**config.mk**
```make
export PLATFORM = sky130hd
export DESIGN_NAME = c2s_cordic_cell
export DESIGN_NICKNAME = d
export VERILOG_FILES = /design/src/hw/rtl/c2s_pkg.sv /design/src/hw/rtl/c2s_cordic_cell.sv
export SDC_FILE = /design/constraint.sdc
export NUM_CORES = 1
export LEC_CHECK = 0
export BUFFER_PORTS_ARGS = -buffer_cell sky130_fd_sc_hd__buf_2
export CAP_MARGIN = 0
export CORE_MARGIN = 4
export CORE_UTILIZATION = 60
export DETAILED_ROUTE_END_ITERATION = 10
export PLACE_DENSITY_LB_ADDON = 0.15
export SLEW_MARGIN = 5
export SYNTH_ARGS = -nofsm -noshare
export SYNTH_HDL_FRONTEND = slang
export SYNTH_SLANG_ARGS = --single-unit
```
**constraint.sdc**
```tcl
create_clock -name clk_i -period 6.7 [get_ports clk_i]
set_clock_uncertainty 0.05 [all_clocks]
set_input_delay 1.005 -clock clk_i [delete_from_list [all_inputs] [get_ports clk_i]]
set_output_delay 1.005 -clock clk_i [all_outputs]
set_load 0.02 [all_outputs]
```
**src/hw/rtl/c2s_pkg.sv**
```systemverilog
// Shared constants, angle table and sizing functions of the
// Cartesian to spherical converter. No dependencies.
`timescale 1ns / 1ps
`default_nettype none

package c2s_pkg;

  localparam int unsigned ANGLE_W = 16;
  localparam int unsigned ACC_W   = 32;
  localparam int unsigned ATAN_N  = 32;
  localparam int unsigned FULL_W  = 31;

  localparam logic [ACC_W-1:0]   ACC_ZERO    = 32'h0000_0000;
  localparam logic [ACC_W-1:0]   ACC_HALF_PI = 32'h4000_0000;
  localparam logic [ACC_W-1:0]   ACC_PI      = 32'h8000_0000;
  localparam logic [ACC_W-1:0]   ACC_UNDER   = 32'hC000_0000;
  localparam logic [ACC_W-1:0]   ACC_ROUND   = 32'h0000_8000;
  localparam logic [ANGLE_W-1:0] ANGLE_ZERO  = 16'h0000;
  localparam logic [ANGLE_W-1:0] ANGLE_PI    = 16'h8000;

  // atan(2^-i) in units of 2^-32 turn
  localparam logic [ACC_W-1:0] ATAN_TURN [ATAN_N] = '{
    32'h20000000, 32'h12E4051E, 32'h09FB385B, 32'h051111D4,
    32'h028B0D43, 32'h0145D7E1, 32'h00A2F61E, 32'h00517C55,
    32'h0028BE53, 32'h00145F2F, 32'h000A2F98, 32'h000517CC,
    32'h00028BE6, 32'h000145F3, 32'h0000A2FA, 32'h0000517D,
    32'h000028BE, 32'h0000145F, 32'h00000A30, 32'h00000518,
    32'h0000028C, 32'h00000146, 32'h000000A3, 32'h00000051,
    32'h00000029, 32'h00000014, 32'h0000000A, 32'h00000005,
    32'h00000003, 32'h00000001, 32'h00000001, 32'h00000000
  };

  // left shift that brings a coordinate up to the full CORDIC scale
  function automatic int unsigned scale_shift(input int unsigned coord_w);
    return (coord_w < FULL_W) ? (FULL_W - coord_w) : 0;
  endfunction

  function automatic int unsigned cordic_len(input int unsigned stages);
    return (stages < ATAN_N) ? stages : ATAN_N;
  endfunction

  // squares, sums, root cells, rotation cells, output register
  function automatic int unsigned pipe_depth(input int unsigned coord_w,
                                             input int unsigned stages);
    return coord_w + scale_shift(coord_w) + cordic_len(stages) + 3;
  endfunction

endpackage

`default_nettype wire

```
**src/hw/rtl/c2s_cordic_cell.sv**
```systemverilog
// One vectoring CORDIC micro-rotation with a fixed shift.
// Depends on c2s_pkg for the arctangent table.
`timescale 1ns / 1ps
`default_nettype none

module c2s_cordic_cell #(
  parameter int unsigned IDX = 0,
  parameter int unsigned CW  = 34
) (
  input  logic                             clk_i,
  input  logic                             en_i,
  input  logic signed [CW-1:0]             x_i,
  input  logic signed [CW-1:0]             y_i,
  input  logic        [c2s_pkg::ACC_W-1:0] ang_i,
  output logic signed [CW-1:0]             x_o,
  output logic signed [CW-1:0]             y_o,
  output logic        [c2s_pkg::ACC_W-1:0] ang_o
);

  logic signed [CW-1:0]             dx, dy;
  logic signed [CW-1:0]             x_d, y_d, x_q, y_q;
  logic        [c2s_pkg::ACC_W-1:0] ang_d, ang_q;

  assign dx = y_i >>> IDX;
  assign dy = x_i >>> IDX;

  always_comb begin
    if (!y_i[CW-1]) begin
      x_d   = x_i + dx;
      y_d   = y_i - dy;
      ang_d = ang_i + c2s_pkg::ATAN_TURN[IDX];
    end else begin
      x_d   = x_i - dx;
      y_d   = y_i + dy;
      ang_d = ang_i - c2s_pkg::ATAN_TURN[IDX];
    end
  end

  always_ff @(posedge clk_i) begin
    if (en_i) begin
      x_q   <= x_d;
      y_q   <= y_d;
      ang_q <= ang_d;
    end
  end

  assign x_o   = x_q;
  assign y_o   = y_q;
  assign ang_o = ang_q;

endmodule

`default_nettype wire

```
Yosys cells after proc, flatten, opt, wreduce, memory -nomap -nowiden

Index checks and enable logic that the tools add are counted.

Register bits: 100
Bits of input ports: 102
Word-level logic and storage cells: 11

Add/subtract/negate cells: 5
Multiplexer cells: 3

Operator list:

| cell                                                                   | count |
|---|---|
| 34-bit 2-to-1 mux                                                      | 2 |
| 34-bit subtractor                                                      | 2 |
| 34-bit adder                                                           | 1 |
| 32-bit by 30-bit adder with 32-bit output (second input constant)      | 1 |
| 32-bit 2-to-1 mux                                                      | 1 |
| 32-bit by 30-bit subtractor with 32-bit output (second input constant) | 1 |

Logic depth before layout (Yosys ltp)

Gate-level depths: netlist of the first run.

Word-level depth: 2
Mapped depth: 14
Mapped depth without buffers: 13

Worst setup path after synthesis of the first run

No wires, ideal clock.

Path type: input port to flip-flop
From: input x_i[6]
To: register y_q[30] (netlist: y_o[30]) (data pin)
Library setup time: 0.260 ns
Data arrival time: 3.558 ns
Required time: 6.390 ns
Slack: 2.833 ns
Stages on the path: 13
Path buffers: 1
Path through: inv_1 ha_1 buf_6 or4_4 nor2_2 o211ai_2 a311oi_2 o22ai_2 o31ai_2 a311oi_1 o31ai_2 a21oi_1 xnor2_1

Longest elaborated chain between the ends: 2

Ends and longest elaborated chain:

| element                                                  | RTL line                                     | text |
|---|---|---|
| from (decl)                                              | c2s_cordic_cell.sv:12                        | `input logic signed [CW-1:0] x_i,` |
| 34-bit subtractor / 34-bit adder (equally long branches) | c2s_cordic_cell.sv:30, c2s_cordic_cell.sv:34 |  |
| 34-bit 2-to-1 mux *                                      | c2s_cordic_cell.sv:28                        | `if (!y_i[CW-1]) begin` |
| via y_d[30]                                              | c2s_cordic_cell.sv:21                        | `logic signed [CW-1:0] x_d, y_d, x_q, y_q;` |
| to (signal assigned)                                     | c2s_cordic_cell.sv:42                        | `y_q <= y_d;` |
| to (decl)                                                | c2s_cordic_cell.sv:21                        |  |

The timed path passes the listed nets; every way through them passes the cells marked *.
A chain may end at the register's enable or synchronous reset.

Worst setup path after layout of the first run

From: input x_i[16]
To: register x_q[33] (netlist: x_o[33]) (data pin)

Longest elaborated chain between the ends: 2

Ends and longest elaborated chain:

| element                                                  | RTL line                                     | text |
|---|---|---|
| 34-bit adder / 34-bit subtractor (equally long branches) | c2s_cordic_cell.sv:29, c2s_cordic_cell.sv:33 |  |
| 34-bit 2-to-1 mux *                                      | c2s_cordic_cell.sv:28                        |  |
| via x_d[33]                                              | c2s_cordic_cell.sv:21                        |  |
| to (signal assigned)                                     | c2s_cordic_cell.sv:41                        | `x_q <= x_d;` |
| to (decl)                                                | c2s_cordic_cell.sv:21                        |  |

Marks and branches as above.

==> flow_metrics.tcl, run 1 <==
set metrics [dict create \
    status "finished, final reports clean" \
    crit_family "compound AO/OA/AOI/OAI gates" \
    use_met1_pct 43.73 \
    syn-cell-area_um2 8642 \
    fillers 1054 \
    instances_no_fill 1325 \
    ys_ff_latch 99 \
    fmax_ghz 0.2323 \
    synth.most_common_cell "a21oi_1" \
    multiInputGateArea_um2 5065 \
    drtAntennaViolNets 0 \
    clkTransAtPathRegs_ps 70 \
    clkSinkCount 99 \
    cp_max_fo 11 \
    fin_tns_setup_ps 0 \
    netlist.area_leader.share_pct 34.40 \
    crit_type "input pin to flip-flop" \
    wl_per_cell_um 20.29 \
    dp.cells 1309 \
    fin_ws_ps 2396 \
    dp_hpwl_um 20840 \
    io_pins 202 \
    hp-class "input pin to flip-flop" \
    io_buffer_count 201 \
    layout-drive-gt1-share_pct 20.87 \
    fin_nets 1345 \
    met3_usage_pct 4.708 \
    ir_worst_vdd_mv 0.1600 \
    grt_pass1_vias 7708 \
    cp.required_ps 6830 \
    ys_async_sr_fraction_pct 0 \
    grt_usage_pct 32.24 \
    yosys-top-cells-count "a21oi_1, inv_1, edfxtp_1, ha_1, nor2_1" \
    relSlewSlack_pct 33.89 \
    ff_latch_area_um2 2973 \
    n_antenna_cell 0 \
    dieArea_um2 16390 \
    place_congestion 1.004 \
    synth_compound_area_share_pct 22.82 \
    drc 0 \
    coreArea_um2 13990 \
    cp-end-kind "flip-flop" \
    drv_cap 0 \
    path_buf_inv 3 \
    drtIter0Drc 841 \
    power_density_nw_per_um2 225.8 \
    use_met2_pct 52.77 \
    synth-seq-area-share_pct 34.40 \
    h-tree-depth 3 \
    synthFlopType "edfxtp_1" \
    row_count 43 \
    synth_area_leaders "edfxtp_1, ha_1, a21oi_1" \
    syn_inst 973 \
    power.total_uw 2267 \
    grt_pass1_wl_um 41500 \
    synth_xor_area_share_pct 6.486 \
    rsz0062_at_grt "false" \
    power.leakage_uw 0.004552 \
    fin_crit_sh_pct 64.24 \
    initial_utilization_pct 61.78 \
    root_buffer "clkbuf_16" \
    worstSetupStartpointType "input pin" \
    worstMarginPinSlew_ps 991.7 \
    syn-num-nets 1178 \
    gr-total-overflow 0 \
    antenna_found_initial 0 \
    hold_ws_ps 765.1 \
    die_w_um 128.0 \
    die_y_um 128.0 \
    synth.distinct_cells 69 \
    syn_avg_cell_area_um2 8.882 \
    hold_viol 0 \
    worstPathArrival_ps 4430 \
    cp_slowest_stage_delay_ps 530 \
    synthAdderAreaFrac_pct 15.26 \
    top_usage_layer "met2" \
    synth_largest_area_cell "edfxtp_1" \
    cts_tree "done" \
    cts-resized-gates 0 \
    cts_made_buffers 9 \
    synth-simple-area-share_pct 12.07 \
    slew_violations 0 \
    path_cells "buf_2, inv_1, ha_1, inv_1, a21oi_1, o21ai_0, o22ai_1, a21boi_0, nand3_1, a2111o_1, a31oi_1, nor4_1, nor4_1" \
    syn2layout_area_growth_pct 16.19 \
    vias 8235 \
    pre_cts_slack_ps 2092 \
    clock_path_buffers 2 \
    slowest_stage "a2111o_1" \
    totalWireLength_um 26880 \
    drt_pre_antenna_iters 8 \
    grt_max_degree 84 \
    viasPerCell 6.215 \
    cts_hold_buf 0 \
    min_period_ps 4304 \
    synth_edf_count 99 \
    synth_mux_area_share_pct 1.969 \
    synth_top_family_by_area "compound AO/OA/AOI/OAI gates" \
    post_cts_buffers 0 \
    ys_warn_count 0 \
    finalSetupViolCount 0 \
]
==> path summary, 6_finish.rpt <==
kind / to / depth (start not counted) / slack (ps) / startpoint
setup / recovery: x_o[33]$_DFFE_PP_ / 13 / 2400 / x_i[16]
hold / removal: ang_o[20]$_DFFE_PP_ / 1 / 770 / ang_i[20]
==> metal layers <==
metal  vias to the layer above  wire length (µm)
li1                       3800                 -
met1                      3842             11020
met2                       522             12330
met3                        71              2644
met4                         0               883
met5                         -                 0
==> cell families (layout without fill, tap and decap cells) <==
group,count (synthesis),in the layout
buf+inv,156,328
mux,17,17
compound gates,310,310
simple gates,224,224
fa+ha+maj,103,103
xor+xnor,64,64
flops,99,99
==> sequential cells by signal, indices dropped and copies added (netlist names) <==
register,count
y_o,33
x_o,34
ang_o,32
==> metrics by stage <==
step	instance area, µm²	util [%]
4_1_cts	10040	71.78
5_1_grt	10040	71.78
6_report	10040	71.78
3_5_place_dp	9699	69.34
3_3_place_gp	9699	69.34
2_1_floorplan	8642	-
==> final cells by class <==
class | instances | area share (%)
Inverter | 108 | 4.037
Tap cell | 180 | 2.243
Clock inverter | 7 | 1.159
Clock buffer | 9 | 2.243
Timing Repair Buffer | 204 | 10.27
Sequential cell | 99 | 29.61
Multi-Input combinational cell | 718 | 50.44
==> placed cells by master (no fill, tap or decap), types with 4 or more instances in the layout <==
cell type,Yosys,layout
a211oi_1,8,8
a21o_1,20,20
a21oi_1,114,114
a311oi_1,6,6
a31oi_1,8,8
and2_1,6,6
buf_2,3,200
buf_4,2,4
clkbuf_16,0,9
edfxtp_1,99,99
fa_1,4,4
ha_1,99,99
inv_1,105,105
mux2i_1,17,17
nand2_1,43,43
nand2b_1,7,7
nand3_1,13,13
nand4_1,16,16
nor2_1,90,90
nor2b_1,9,9
nor3_1,18,18
nor4_1,6,6
o211ai_1,13,13
o21a_1,9,9
o21ai_0,58,58
o21ai_1,8,8
o21bai_1,22,22
or2_2,5,5
xnor2_1,57,57
xor2_1,7,7
==> where the power goes <==
group / total, µW / switching [µW] / internal (µW)
clock network: 607 / 268 / 338
registers: 824 / 25.5 / 798
logic: 837 / 549 / 288
No activity file was read; power rests on OpenSTA's default activity.
==> inputs of run 2 (changes only) <==
--- a/config.mk
+++ b/config.mk
@@ -8,7 +8,7 @@
 export BUFFER_PORTS_ARGS = -buffer_cell sky130_fd_sc_hd__buf_2
 export CAP_MARGIN = 0
 export CORE_MARGIN = 4
-export CORE_UTILIZATION = 60
+export CORE_UTILIZATION = 56
 export DETAILED_ROUTE_END_ITERATION = 10
 export PLACE_DENSITY_LB_ADDON = 0.15
 export SLEW_MARGIN = 5
==> constraint.sdc (replaced) <==
create_clock -name clk_i -period 4.05 [get_ports clk_i]
set_clock_uncertainty 0.05 [all_clocks]
set_input_delay 0.6075 -clock clk_i [delete_from_list [all_inputs] [get_ports clk_i]]
set_output_delay 0.6075 -clock clk_i [all_outputs]
set_load 0.02 [all_outputs]
==> flow_metrics.tcl, run 2 (synthesized netlist as in run 1, its figures left out) <==
set metrics [dict create \
    switching_share_pct 37.61 \
    power_density_nw_per_um2 353.7 \
    post_cts_buffers 0 \
    n_antenna_cell 0 \
    cp.required_ps 4120 \
    io_pins 202 \
    seq_power_share_pct 37.4 \
    slowest_stage "or4_4" \
    hold_viol 0 \
    worstPathArrival_ps 3800 \
    cp-end-kind "flip-flop" \
    totalWireLength_um 27070 \
    viasPerCell 5.881 \
    initial_utilization_pct 57.06 \
    power.switching_uw 1370 \
    final_util_pct 67.99 \
    drc 0 \
    fin_tns_setup_ps 0 \
    fin_nets 1385 \
    place_congestion 0.9937 \
    crit_type "input pin to flip-flop" \
    die_w_um 132.2 \
    dp_hpwl_um 21800 \
    root_buffer "clkbuf_16" \
    status "finished, final reports clean" \
    vias 8075 \
    finalSetupViolCount 0 \
    grt_pass1_wl_um 41810 \
    coreArea_um2 15150 \
    cts_hold_buf 0 \
    relSlewSlack_pct 36.22 \
    io_buffer_count 201 \
    cp_max_fo 6 \
    ff_latch_area_um2 2973 \
    slew_violations 0 \
    grt_usage_pct 30.27 \
    h-tree-depth 3 \
    internal_power_uw 2272 \
    cts-resized-gates 0 \
    worstMarginPinSlew_ps 956.7 \
    holdPathEnd "ang_o[4]$_DFFE_PP_" \
    min-delay-start "ang_i[4]" \
    fin_crit_sh_pct 92.26 \
    largest_reg_flops 34 \
    clock_path_buffers 2 \
    multiInputGateArea_um2 5065 \
    drtIter0Drc 621 \
    fillers 1236 \
    worstSetupStartpointType "input pin" \
    gr-total-overflow 0 \
    hp-class "input pin to flip-flop" \
    power.leakage_uw 0.004712 \
    layout_commonest_cell "buf_2" \
    rsz0062_at_grt "false" \
    cts_made_buffers 9 \
    die_y_um 132.2 \
    crit_family "compound AO/OA/AOI/OAI gates" \
    clkTransAtPathRegs_ps 80 \
    ir_worst_vdd_mv 0.1951 \
    path_cells "buf_2, inv_1, ha_1, or4_4, a21oi_1, nor3_1, o21ai_1, nand3_1, a2111o_1, a31oi_1, o21ai_0, xnor2_1" \
    layout-drive-gt1-share_pct 23.46 \
    cp_slowest_stage_delay_ps 590 \
    hold_ws_ps 374.7 \
    grt_max_degree 83 \
    drtAntennaViolNets 0 \
    drt_pre_antenna_iters 5 \
    wl_per_cell_um 19.71 \
    row_count 45 \
    dieArea_um2 17480 \
    mostFrequentLayoutCells "buf_2, a21oi_1, inv_1" \
    clkSinkCount 99 \
    min_period_ps 3737 \
    cts_tree "done" \
    fmax_ghz 0.2676 \
    drv_cap 0 \
    holdPathStages 1 \
    combPwrFrac_pct 39.2 \
    path_buf_inv 2 \
    clockPowerShare_pct 23.4 \
    antenna_found_initial 0 \
    grt_pass1_vias 7909 \
    syn2layout_area_growth_pct 19.15 \
]
==> run 2: how the worst max path moves through the flow <==
stage / to / start / slack [ps] / cells past startpoint
3_5_place_dp: x_o[33]$_DFFE_PP_ / x_i[6] / 30 / 12
2_1_floorplan: y_o[30]$_DFFE_PP_ / x_i[6] / 580 / 13
3_3_place_gp: x_o[29]$_DFFE_PP_ / x_i[6] / 130 / 12
4_1_cts: x_o[29]$_DFFE_PP_ / x_i[6] / 410 / 12
6_report: x_o[29]$_DFFE_PP_ / x_i[6] / 310 / 12
5_1_grt: x_o[29]$_DFFE_PP_ / x_i[6] / 190 / 12
==> run 2: metal layers <==
| metal | routed length, µm | GRT usage, % | vias up |
|---|---|---|---|
| li1 | - | - | 3863 |
| met1 | 11440 | 39.61 | 3771 |
| met2 | 12690 | 50.23 | 384 |
| met3 | 2038 | 5.305 | 57 |
| met4 | 899 | 11.72 | 0 |
| met5 | 0 | 0 | - |
==> run 2: power by group through the flow <==
stage | Combinational, µW | Clock (µW) | Sequential (µW)
floorplan | 704 | 0 | 1570
global placement | 1400 | 0 | 1380
detailed placement | 1410 | 0 | 1390
CTS | 1410 | 861 | 1370
global route | 1540 | 903 | 1380
finish | 1430 | 853 | 1360
==> run 2: layout make-up <==
class	instances	area share [%]
well taps	188	2.284
inverters	108	3.937
clock buffers	10	2.224
clock inverters	6	0.5711
flip-flops and latches	99	28.87
multi-input cells	718	49.19
repair buffers	244	12.93
==> run 2: through the flow <==
| step | std cells | total power [µW] | area [µm²] | setup slack (ps) |
|---|---|---|---|---|
| after floorplan | 973 | 2277 | 8642 | 580.4 |
| after global placement | 1357 | 2783 | 10010 | 129.2 |
| after detailed placement | 1357 | 2793 | 10010 | 32.42 |
| after CTS | 1373 | 3642 | 10300 | 409.4 |
| after global routing | 1373 | 3818 | 10300 | 186.4 |
| final | 1373 | 3642 | 10300 | 313.4 |
