$ cat src/hw/rtl/c2s_sqrt_cell.sv
// One digit-by-digit square root step: produces one root bit per cell.
// Depends on nothing.
`timescale 1ns / 1ps
`default_nettype none

module c2s_sqrt_cell #(
  parameter int unsigned ROOT_W = 31
) (
  input  logic                clk_i,
  input  logic                en_i,
  input  logic [2*ROOT_W-1:0] rad_i,
  input  logic [ROOT_W:0]     rem_i,
  input  logic [ROOT_W-1:0]   root_i,
  output logic [2*ROOT_W-1:0] rad_o,
  output logic [ROOT_W:0]     rem_o,
  output logic [ROOT_W-1:0]   root_o
);

  localparam int unsigned RAD_W = 2 * ROOT_W;
  localparam int unsigned REM_W = ROOT_W + 1;
  localparam int unsigned CUR_W = ROOT_W + 3;

  logic [CUR_W-1:0]  cur;
  logic [CUR_W-1:0]  trial;
  logic              ge;
  logic [RAD_W-1:0]  rad_d, rad_q;
  logic [REM_W-1:0]  rem_d, rem_q;
  logic [ROOT_W-1:0] root_d, root_q;

  assign cur   = {rem_i, rad_i[RAD_W-1 -: 2]};
  assign trial = CUR_W'({root_i, 2'b01});
  assign ge    = (cur >= trial);

  always_comb begin
    rad_d  = {rad_i[RAD_W-3:0], 2'b00};
    rem_d  = ge ? REM_W'(cur - trial) : REM_W'(cur);
    root_d = {root_i[ROOT_W-2:0], ge};
  end

  always_ff @(posedge clk_i) begin
    if (en_i) begin
      rad_q  <= rad_d;
      rem_q  <= rem_d;
      root_q <= root_d;
    end
  end

  assign rad_o  = rad_q;
  assign rem_o  = rem_q;
  assign root_o = root_q;

endmodule

`default_nettype wire

$ cat config.mk
export PLATFORM = sky130hd
export DESIGN_NAME = c2s_sqrt_cell
export DESIGN_NICKNAME = d
export VERILOG_FILES = /design/src/hw/rtl/c2s_sqrt_cell.sv
export SDC_FILE = /design/constraint.sdc
export NUM_CORES = 1
export LEC_CHECK = 0
export BUFFER_PORTS_ARGS = -buffer_cell sky130_fd_sc_hd__buf_2
export CAP_MARGIN = 20
export CORE_ASPECT_RATIO = 0.9
export CORE_MARGIN = 1
export CORE_UTILIZATION = 48
export CTS_CLUSTER_DIAMETER = 30
export DETAILED_ROUTE_END_ITERATION = 10
export PLACE_DENSITY = 0.8
export SKIP_LAST_GASP = 1
export SYNTH_ARGS = -nofsm -noshare
export SYNTH_HDL_FRONTEND = slang
export SYNTH_SLANG_ARGS = --single-unit
$ cat constraint.sdc
create_clock -name clk_i -period 4.2 [get_ports clk_i]
set_input_delay 0.84 -clock clk_i [delete_from_list [all_inputs] [get_ports clk_i]]
set_output_delay 0.84 -clock clk_i [all_outputs]
set_load 0.02 [all_outputs]
== Word level (Yosys, flattened, before mapping) ==
Cells that the tools add are included.
W data, S select, Z words.

* $add $sub $neg: 1
* Order comparisons: 1
* Multiplexer cells: 1

{| class="wikitable"
|+ Operators with widths
! cell !! number
|-
| $ge A34 B33 Y1 || 1
|-
| $mux W32 || 1
|-
| $sub A32 B32 Y32 || 1
|}

* Register bits after elaboration: 123
* Input port bits: 127
* Output and inout bits: 125
* Logic and storage cells: 6

== Logic depth before layout (Yosys ltp) ==
Gate-level depths: netlist of the first run.

* Word-level depth: 2
* Depth in mapped cells: 13
* Depth with buffers taken out: 10

== Least setup slack after synthesis of the first run ==
Ideal clock, no wire load.

* Path kind: input to register
* Start point: input port root_i[4]
* End point: register rem_q[10] (netlist: rem_o[10]) (data pin)
* Library setup time: 0.260 ns
* Arrival time: 3.244 ns
* Required time: 3.940 ns
* Path slack: 0.696 ns
* Cell stages on the path: 12
* Buffers on the path: 2
* Path through: inv_1 ha_1 a31o_2 a221oi_1 a31oi_1 a211oi_2 nor3_2 a311o_1 a41o_1 buf_6 buf_6 mux2_4

* Cells in the longest elaborated chain, start to end: 2
* Elaborated cells between the ends (all ways): 3
* Classes of those cells: add/sub: 1; order compare: 1; mux: 1

{| class="wikitable"
|+ RTL lines
! what !! RTL line !! text
|-
| from (decl) || 13 || <nowiki>input logic [ROOT_W-1:0] root_i,</nowiki>
|-
| $sub A32 B32 Y32 or $ge A34 B33 Y1 (tied branches) || 36, 32 ||
|-
| $mux W32 * || 36 || <nowiki>rem_d = ge ? REM_W'(cur - trial) : REM_W'(cur);</nowiki>
|-
| net rem_d[10] || 27 || <nowiki>logic [REM_W-1:0] rem_d, rem_q;</nowiki>
|-
| to (signal assigned) || 43 || <nowiki>rem_q <= rem_d;</nowiki>
|-
| to (decl) || 27 ||
|}

Mark *: on every way through the listed nets, which the timed path passes. The rest lies on a longest branch.
A chain may end at the register's enable or synchronous reset.

== Final worst setup path of the first run ==
* Start point: input port root_i[0]
* End point: register rem_q[3] (netlist: rem_o[3]) (data pin)

Same word-level chain as after synthesis.

==> results of run 1 <==
-- registers in the layout, summed over array words and instances (netlist names) --
signal  count
rad_o      60
rem_o      32
root_o     31
-- power by group --
group	internal, mW	total (mW)	leakage, nW	switching [mW]
clock network	0.931	1.47	0.288	0.542
registers	1.50	1.53	1.20	0.0294
logic	0.336	0.799	2.23	0.463
-- final cells by class --
| type | instances | area share |
|---|---|---|
| Inverter | 38 | 0.0178 |
| Timing Repair Buffer | 253 | 0.161 |
| Clock buffer | 17 | 0.0530 |
| Tap cell | 160 | 0.0249 |
| Multi-Input combinational cell | 257 | 0.262 |
| Sequential cell | 123 | 0.460 |
| Clock inverter | 15 | 0.0214 |
-- placed cells by master (no fill, tap or decap), types with 3 or more instances in the layout --
cell type,n
a211oi_1,4
a21o_1,13
a21oi_1,27
a221oi_1,3
a22oi_1,3
a31oi_1,3
and3_1,7
and4_1,3
buf_2,248
buf_4,4
bufinv_16,3
clkbuf_16,17
clkinv_2,3
clkinv_4,3
edfxtp_1,123
ha_1,33
inv_1,38
mux2_2,3
mux2_4,26
nand2_1,18
nand2b_1,8
nand3_1,3
nor2_1,15
nor3_1,6
o211ai_1,3
o21ai_0,15
xnor2_1,22
xor2_1,8
-- worst min path at each step --
stage               slack (ps)      start  cells past startpoint   endpoint
floorplan                  940   rad_i[8]                      0  rad_o[10]
global placement          1020  rad_i[41]                      1  rad_o[43]
detailed placement        1020  rad_i[24]                      1  rad_o[26]
CTS                        590  rad_i[12]                      1  rad_o[14]
global route               580  rad_i[56]                      1  rad_o[58]
finish                     600  rad_i[12]                      1  rad_o[14]
-- cell usage after synthesis (2+ instances only) --
cell and n:
edfxtp_1 123, nor2_1 15, mux2_2 3, o21a_1 2, a221o_1 2, and4_1 3
buf_6 4, nand2b_1 8, a211o_1 2, and3_1 7, nand4_1 2, o21ai_0 15
o21bai_1 2, a21oi_1 27, inv_1 38, xor2_1 8, buf_4 2, a31oi_1 3
a221oi_1 3, nor3_1 6, nand3_1 3, o31ai_1 2, a22oi_1 3, ha_1 33
nand2_1 18, a211oi_1 4, clkbuf_1 6, xnor2_1 22, mux2i_1 2, o211ai_1 3
a21o_1 13, mux2_4 26
-- stage by stage --
stage | area [um2] | worst slack (ps) | util
5_1_grt | 8030 | 480 | 0.662
3_5_place_dp | 7430 | 252 | 0.613
2_1_floorplan | 6020 | 696 | -
4_1_cts | 8030 | 662 | 0.662
3_3_place_gp | 7430 | 342 | 0.613
6_report | 8030 | 658 | 0.662
-- routing by layer --
metal  up-vias  global-route usage  part of all wire
met5         -                   0           0.00086
met2       182               0.417              0.52
met1      2150               0.259              0.39
li1       2143                   -                 -
met3        31              0.0796             0.067
met4         2              0.0929             0.026
-- critical path: stages --
cell	delay [ps]
buf_2	90
inv_1	40
ha_1	320
nor2b_1	190
o2111ai_1	180
a31oi_1	340
a211oi_2	130
nor3_2	390
a311o_1	250
a41o_2	200
buf_4	320
mux2_2	380
-- logic make-up after synthesis --
kind of cell | share of synthesized area
and+or+nand+nor | 0.0594
DFF | 0.614
buffers and inverters | 0.0382
adders and majority gates | 0.0686
other | 0.000623
muxes | 0.0738
AOI/OAI and AO/OA | 0.102
xor gates and xnor gates | 0.0436
==> results.txt, run 1 <==
The floorplan row count is 38. The flow ran to the end, and the final reports show no timing, DRC or antenna violations. The share of cells above drive strength 1 came out at 0.451. The worst setup path endpoint is rem_o[3]. The worst-margin pin slew is 852 ps. The worst setup path is of the primary input to register kind.

The worst-case vdd ir drop is 0.219 mV. Of all flip-flops after synthesis, the portion carrying an async set or reset was 0. The total negative setup slack came out at 0 ps. The global-route wire length before repair is 22,900 um. The post-route fraction of the period consumed by the critical path is 0.843.

The number of nets at the end of the flow is 850. The top-area cell type share of the netlist area came out at 0.614. The count of pins on the block boundary is 252. Dividing the detail-routed via count by the number of cells gives 5.22. The synthesized netlist cell count is 430. The Yosys step of the flow raised 0 warnings. STA classifies the critical path endpoint as a register. In this run the worst path has a maximum fanout of 18.

The number of pins exceeding their max-slew limit in the final report is 0. The H-tree generated during clock tree synthesis spans 4 levels. The starting utilization of the core area came out at 0.496. The maximum clock rate is 282 MHz. The wire length reported by the detailed router is 15,100 um. The number of I/O port buffers came out at 249.

The die area is 13,000 um2. The total area of multi-input combinational cells came out at 2100 um2. Entering global routing, the biggest net connects 65 pins. The number of DRC markers after the initial detailed-route iteration came out at 324. Before antenna repair, the detailed router went through 4 iterations. The number of global-route vias before repair is 4,427. The diode insertion count for antenna repair came out at 0. The flop and latch count out of synthesis came out at 123. Dividing total power by cell area gives a power density of 474 nW/um2. In this run the standard cell core region covers 12,100 um2.

TritonCTS built the clock tree. The worst path arrival time came out at 3700 ps. The weighted congestion at the end of routability-driven global placement came out at 0.877.

Compared with the post-synthesis result, the final layout area differs by 33.3%. The biggest area contributor in the post-synthesis netlist is edfxtp_1. The detail route stage leaves a number of antenna-violating nets equal to 0.

After layout, the minimum clock period comes to 3540 ps. The mapped netlist covers 6020 um2. The distinct cell type count of the synthesized netlist came out at 52. The post-DP HPWL came out at 11,500 um. The initial antenna violation count is 1. The count of flip-flops with a built-in enable after synthesis came out at 123. The tree is rooted in a clkbuf_16. The leakage power came out at 3.72 nW. Leaving out filler cells and counting taps, the final layout contains 863. The layout has 914 filler cells. The die extent in y is 108 um. The remaining global-route overflow is 0. Including well taps, the total number of placed cells is 831. The total number of clock tree sinks came out at 123. The data required time of the critical path is 4360 ps. The total CTS buffers is 17. The post-synthesis average cell area came out at 14.0 um2.

After clock tree synthesis, the clock-pin slew on the worst setup and hold paths is 60 ps. The combined global-route utilization of all metal layers came out at 0.235. The count of endpoints failing hold in the final timing report is 0. Setup violations remaining at the end of the flow were counted as 0.

The die is 120 um wide. In this run, post-CTS repair resized a total of 0 instances. The critical path starts at root_i[0]. The most used flip-flop cell after synthesis is edfxtp_1. The power after layout came out at 3.80 mW. Setup repair after global routing left no endpoint under its margin. The category of the worst setup path launch point is a primary input. In the post-synthesis netlist, the biggest area contributors are edfxtp_1 61%, ha_1 6.9%, mux2_4 6.5%. The storage element area is 3690 um2. The tightest min-delay check is of the primary input to register type. The total of max-cap violations came out at 0.

The count of hold-fix buffers inserted at cts came out at 0. In the final routed layout, each cell accounts on average for 17.6 um. The maximum clock path buffer count is 2.

For this run, the register share of the synthesized area comes to 0.614. The buffer count from post-CTS setup fixing is 0. The number of vias after detailed routing is 4,508. In this run the tightest slew margin relative to its limit is 0.432. The final hold slack is 599 ps. The number of remaining DRC errors came out at 0.
Power figures use the tool's default switching activity.
==> run 2, diff against run 1 <==
==> constraint.sdc (replaced) <==
create_clock -name clk_i -period 3.7 [get_ports clk_i]
set_input_delay 0.74 -clock clk_i [delete_from_list [all_inputs] [get_ports clk_i]]
set_output_delay 0.74 -clock clk_i [all_outputs]
set_load 0.02 [all_outputs]
==> results.txt, run 2 (same netlist as run 1, synthesis figures left out) <==
For the final routed database, the setup TNS stands at 0 ps. The maximum clock rate came out at 307 MHz. The min-delay analysis places its worst path in the category primary input to register.

The worst setup path is of the primary input to register kind. The worst path arrival time is 3420 ps. The remaining global-route overflow is 0. For this block, the initial DRC count from the detailed router was 293. The kind of end point of the critical path is a register.

The worst max-slew margin expressed relative to the limit came out at 0.526. The number of nets still failing antenna checks after routing came out at 0. The area growth from synthesis to layout came out at 35.5%. The post-route cell area is 8160 um2. The number of nets at the end of the flow is 862. The data required time of the critical path came out at 3860 ps. The first global-routing pass estimated 23,500 um of wire. The run finished with clean final reports. The total CTS buffers came out at 17.

The number of global-route vias before repair is 4,565. Setup repair after global routing left no endpoint under its margin. The weighted congestion at the end of routability-driven global placement came out at 0.838.

The power density normalized to cell area came out at 539 nW/um2. The cell at the root of the clock tree is clkbuf_16. The starting utilization of the core area is 0.496. The largest net degree at the start of global routing is 71.

The number of pins exceeding their max-slew limit in the final report was 0. The post-route fraction of the period consumed by the critical path came out at 0.881. The post-cts resize count is 0. TritonCTS built the clock tree. The post-DP HPWL came out at 11,600 um. From bottom edge to top edge, the die measures 108 um. The diode insertion count for antenna repair came out at 0. The placeable core region is 12,100 um2. The floorplan row count came out at 38. After clock tree synthesis, the flow added hold-fix buffers numbering 0.

The count of pins on the block boundary is 252. The number of vias after detailed routing came out at 4,487. The buffer count from post-CTS setup fixing came out at 0.

The leakage power is 3.80 nW. The fill cell instance count of the final layout came out at 853. The number of I/O port buffers is 249.

The total number of clock tree sinks came out at 123. The worst-margin pin slew is 711 ps. The worst setup path is launched from a primary input. Wires add up to 15,500 um. Summing all placed instances gives a cell area of 7540 um2.

The average via count per standard cell came out at 5.13. The flip-flop count of the largest register after layout is 60. The setup-violating endpoint count in the final report came out at 0. The die is 120 um wide.

The clock slew seen by the registers of the worst setup and hold paths is 60 ps. The number of iterations in the first detailed-routing pass came out at 5. The die area came out at 13,000 um2. The power after layout is 4.39 mW. The depth of the CTS H-tree is 4.

The maximum clock path buffer count came out at 2. The maximum net fanout on the critical path came out at 16. In the layout the commonest cells are 248 x buf_2, 123 x edfxtp_1, 38 x inv_1, 33 x ha_1, 27 x a21oi_1. The share of cells above drive strength 1 came out at 0.462.

The initial antenna violation count came out at 0. The worst-case IR drop observed on VDD is 0.294 mV. In the final routed layout, each cell accounts on average for 17.7 um.

The count of endpoints failing hold in the final timing report came out at 0. The combined global-route utilization of all metal layers came out at 0.243. The total of max-cap violations came out at 0.

The most common library cell in the layout ignoring fill and taps is buf_2. After layout, the minimum clock period comes to 3260 ps. For this run, design rule violations remaining after detail routing come to 0.
## run 2: metrics by stage
| step | setup slack, ps | util | instances | hold slack [ps] |
|---|---|---|---|---|
| 5_1_grt | 315 | 0.673 | 875 | 477 |
| 3_5_place_dp | 82.3 | 0.622 | 843 | 918 |
| 2_1_floorplan | 296 | - | 431 | 839 |
| 4_1_cts | 472 | 0.673 | 875 | 474 |
| 3_3_place_gp | 135 | 0.622 | 843 | 917 |
| 6_report | 439 | 0.673 | 875 | 497 |
## run 2: per-layer routing
layer  wire length, um  share of wire  global-route usage  vias to the layer above
li1                  -              -                   -                     2162
met1              6040           0.39               0.277                     2122
met2              8130           0.53               0.433                      177
met3               936          0.060              0.0665                       26
met4               374          0.024              0.0973                        0
met5                 0              0                   0                        -
## run 2: cell type report
type	instances	area, um2	area share
inverters	38	143	0.0175
clock buffers	17	425	0.0522
multi-input cells	257	2100	0.258
clock inverters	15	188	0.0230
well taps	160	200	0.0245
flip-flops and latches	123	3690	0.453
repair buffers	265	1410	0.172
## run 2: final timing paths
kind | startpoint | end | slack [ps] | cells past startpoint
hold / removal | rad_i[12] | rad_o[14] | 500 | 1
setup / recovery | root_i[5] | rem_o[17] | 440 | 12
## run 2: power breakdown
part,internal (mW),switching (mW)
clock,1.07,0.646
combinational,0.401,0.536
sequential,1.71,0.0335
total,3.18,1.22
## run 2: critical path: stages
cell and delay [ps]:
buf_2 100, inv_1 40, ha_1 340, a21o_1 220
a211oi_1 250, a31oi_1 230, a211oi_2 290, nor3_2 90
a311o_1 320, a41o_2 320, buf_12 170, mux2_4 310
==> run 3, diff against run 2 <==
--- a/config.mk
+++ b/config.mk
@@ -13,7 +13,9 @@
 export CTS_CLUSTER_DIAMETER = 30
 export DETAILED_ROUTE_END_ITERATION = 10
 export PLACE_DENSITY = 0.8
+export REMOVE_ABC_BUFFERS = 1
 export SKIP_LAST_GASP = 1
+export SLEW_MARGIN = 30
 export SYNTH_ARGS = -nofsm -noshare
 export SYNTH_HDL_FRONTEND = slang
 export SYNTH_SLANG_ARGS = --single-unit
==> results.txt, run 3 (same netlist as run 1, synthesis figures left out) <==
The maximum clock rate came out at 309 MHz. The HPWL after detailed placement is 11,600 um. The flow ran to the end, and the final reports show no timing, DRC or antenna violations.

The count of pins on the block boundary is 252. The count of endpoints failing hold in the final timing report came to 0. The largest net degree at the start of global routing came out at 51. The average via count per standard cell came out at 5.26. The total CTS buffers is 17. The portion of total power attributed to the clock network is 0.386.

The total internal power is 3.17 mW. The flip-flop count of the largest register after layout came out at 60. The setup-violating endpoint count in the final report came out at 0. The die area came out at 13,000 um2. The number of DRC markers after the initial detailed-route iteration came out at 326. The worst-case vdd ir drop is 0.262 mV. The share of cells above drive strength 1 is 0.461. The worst setup path is captured at a register. The data required time of the critical path is 3870 ps.

The worst path arrival time came out at 3410 ps. After detailed routing, the average wire length per cell comes to 17.7 um. The cell at the root of the clock tree is clkbuf_16. After clock tree synthesis, the setup repair step added 0 buffers. The die extent in y came out at 108 um. The region available for standard cell placement spans 12,100 um2. Leaving out fill and tap cells, the most frequent cell in the layout is buf_2. The total of max-cap violations is 0.

The power density normalized to cell area is 535 nW/um2. For this block, the routed nets add up to 15,600 um of wire. The number of remaining DRC errors is 0. Setup repair after global routing left no endpoint under its margin. The number of iterations in the first detailed-routing pass came out at 5. The number of I/O port buffers came out at 249. The worst max-slew margin expressed relative to the limit is 0.631. After floorplanning, the core was divided into 38 placement rows.

The leakage power came out at 3.79 nW. After clock tree synthesis, the clock-pin slew on the worst setup and hold paths is 60 ps. The floorplan die width came out at 120 um. The library cells used most frequently in the layout, excluding fill and tap cells, are 248 x buf_2, 123 x edfxtp_1, 38 x inv_1, 33 x ha_1, 27 x a21oi_1.

The worst-margin pin slew came out at 554 ps. The layout has 908 filler cells. The analysis attributes to net switching a power of 1.20 mW.

The CTS tree is built. The post-route fraction of the period consumed by the critical path came out at 0.876. The final critical-path required period came out at 3240 ps. The area growth from synthesis to layout came out at 35.4%. The diode insertion count for antenna repair came out at 0. The combinational share of power came out at 0.215.

The remaining global-route overflow came out at 0. The global-route wire length before repair is 23,300 um. The starting utilization of the core area is 0.496. The tightest min-delay check is of the primary input to register type. The number of nets at the end of the flow came out at 865.

The post-cts resize count is 0. Following the worst setup path forward leads to its endpoint at rem_o[31]. The final hold slack came out at 493 ps.

The combined global-route utilization of all metal layers came out at 0.242. After clock tree synthesis, the flow added hold-fix buffers numbering 0. The number of global-route vias before repair is 4,602.

The completed layout was analyzed and its total power is 4.36 mW. The worst setup path is of the primary input to register kind. The number of nets still failing antenna checks after routing is 0. The maximum clock path buffer count came out at 2. The worst setup path is launched from a primary input. At the end of routability-driven placement, the weighted congestion stood at 0.860. The maximum net fanout on the critical path is 4. CTS built an H-tree with a depth of 4. The sequential share of power is 0.399. The initial antenna violation count came out at 0. The start point of the critical path is root_i[0]. The switching power share of the total came out at 0.274. The number of pins exceeding their max-slew limit in the final report was 0. The total number of clock tree sinks is 123. The final route contains 4,614 vias.
-- run 3: cell types whose count changed in the layout (fill, tap and decap cells not counted), sizes merged --
cell	previous run	this run
clkinv	6	8
inv	43	40
clkinvlp	1	2
buf	265	268
-- run 3: worst min path at each step --
stage / startpoint / to / cells after the start
floorplan: rad_i[8] / rad_o[10] / 0
global placement: rad_i[7] / rad_o[9] / 1
detailed placement: rad_i[12] / rad_o[14] / 1
CTS: rad_i[39] / rad_o[41] / 1
global route: rad_i[10] / rad_o[12] / 1
finish: rad_i[39] / rad_o[41] / 1
-- run 3: final cells by class --
type	instances	area, um2	share of cell area
sequential	123	3690	0.453
multi-input combinational	257	2100	0.258
timing repair buffer	268	1420	0.174
clock buffer	17	425	0.0522
tap	160	200	0.0246
clock inverter	15	174	0.0213
inverter	38	143	0.0175
-- run 3: power groups by stage --
stage	clock (mW)	combinational, mW	sequential (mW)
after global routing	1.77	1.00	1.75
after CTS	1.70	0.940	1.74
final	1.68	0.937	1.74
after global placement	0	0.910	1.77
after detailed placement	0	0.935	1.77
after floorplan	0	0.394	1.96
-- run 3: layer usage --
layer	share of wire	vias up	global-route usage
met2	0.53	187	0.434
met3	0.071	25	0.0833
met1	0.38	2231	0.258
li1	-	2171	-
met5	0	-	0
met4	0.021	0	0.107
-- run 3: metrics by stage --
step | setup TNS (ps) | utilization | setup slack, ps | std cells | area [um2]
after floorplan | -14500 | - | -527 | 418 | 5940
after global placement | 0 | 0.623 | 166 | 846 | 7550
after detailed placement | 0 | 0.623 | 68.5 | 846 | 7550
after CTS | 0 | 0.672 | 505 | 878 | 8150
after global routing | 0 | 0.672 | 412 | 878 | 8150
final | 0 | 0.672 | 459 | 878 | 8150
-- run 3: worst max-delay path, cell delays in order --
cell	delay [ps]
buf_2	90
inv_1	40
ha_1	280
buf_4	130
o21ai_0	130
a22oi_1	340
a32o_1	330
o211ai_1	200
o31ai_1	500
a221oi_1	190
xnor2_1	170
mux2_2	260
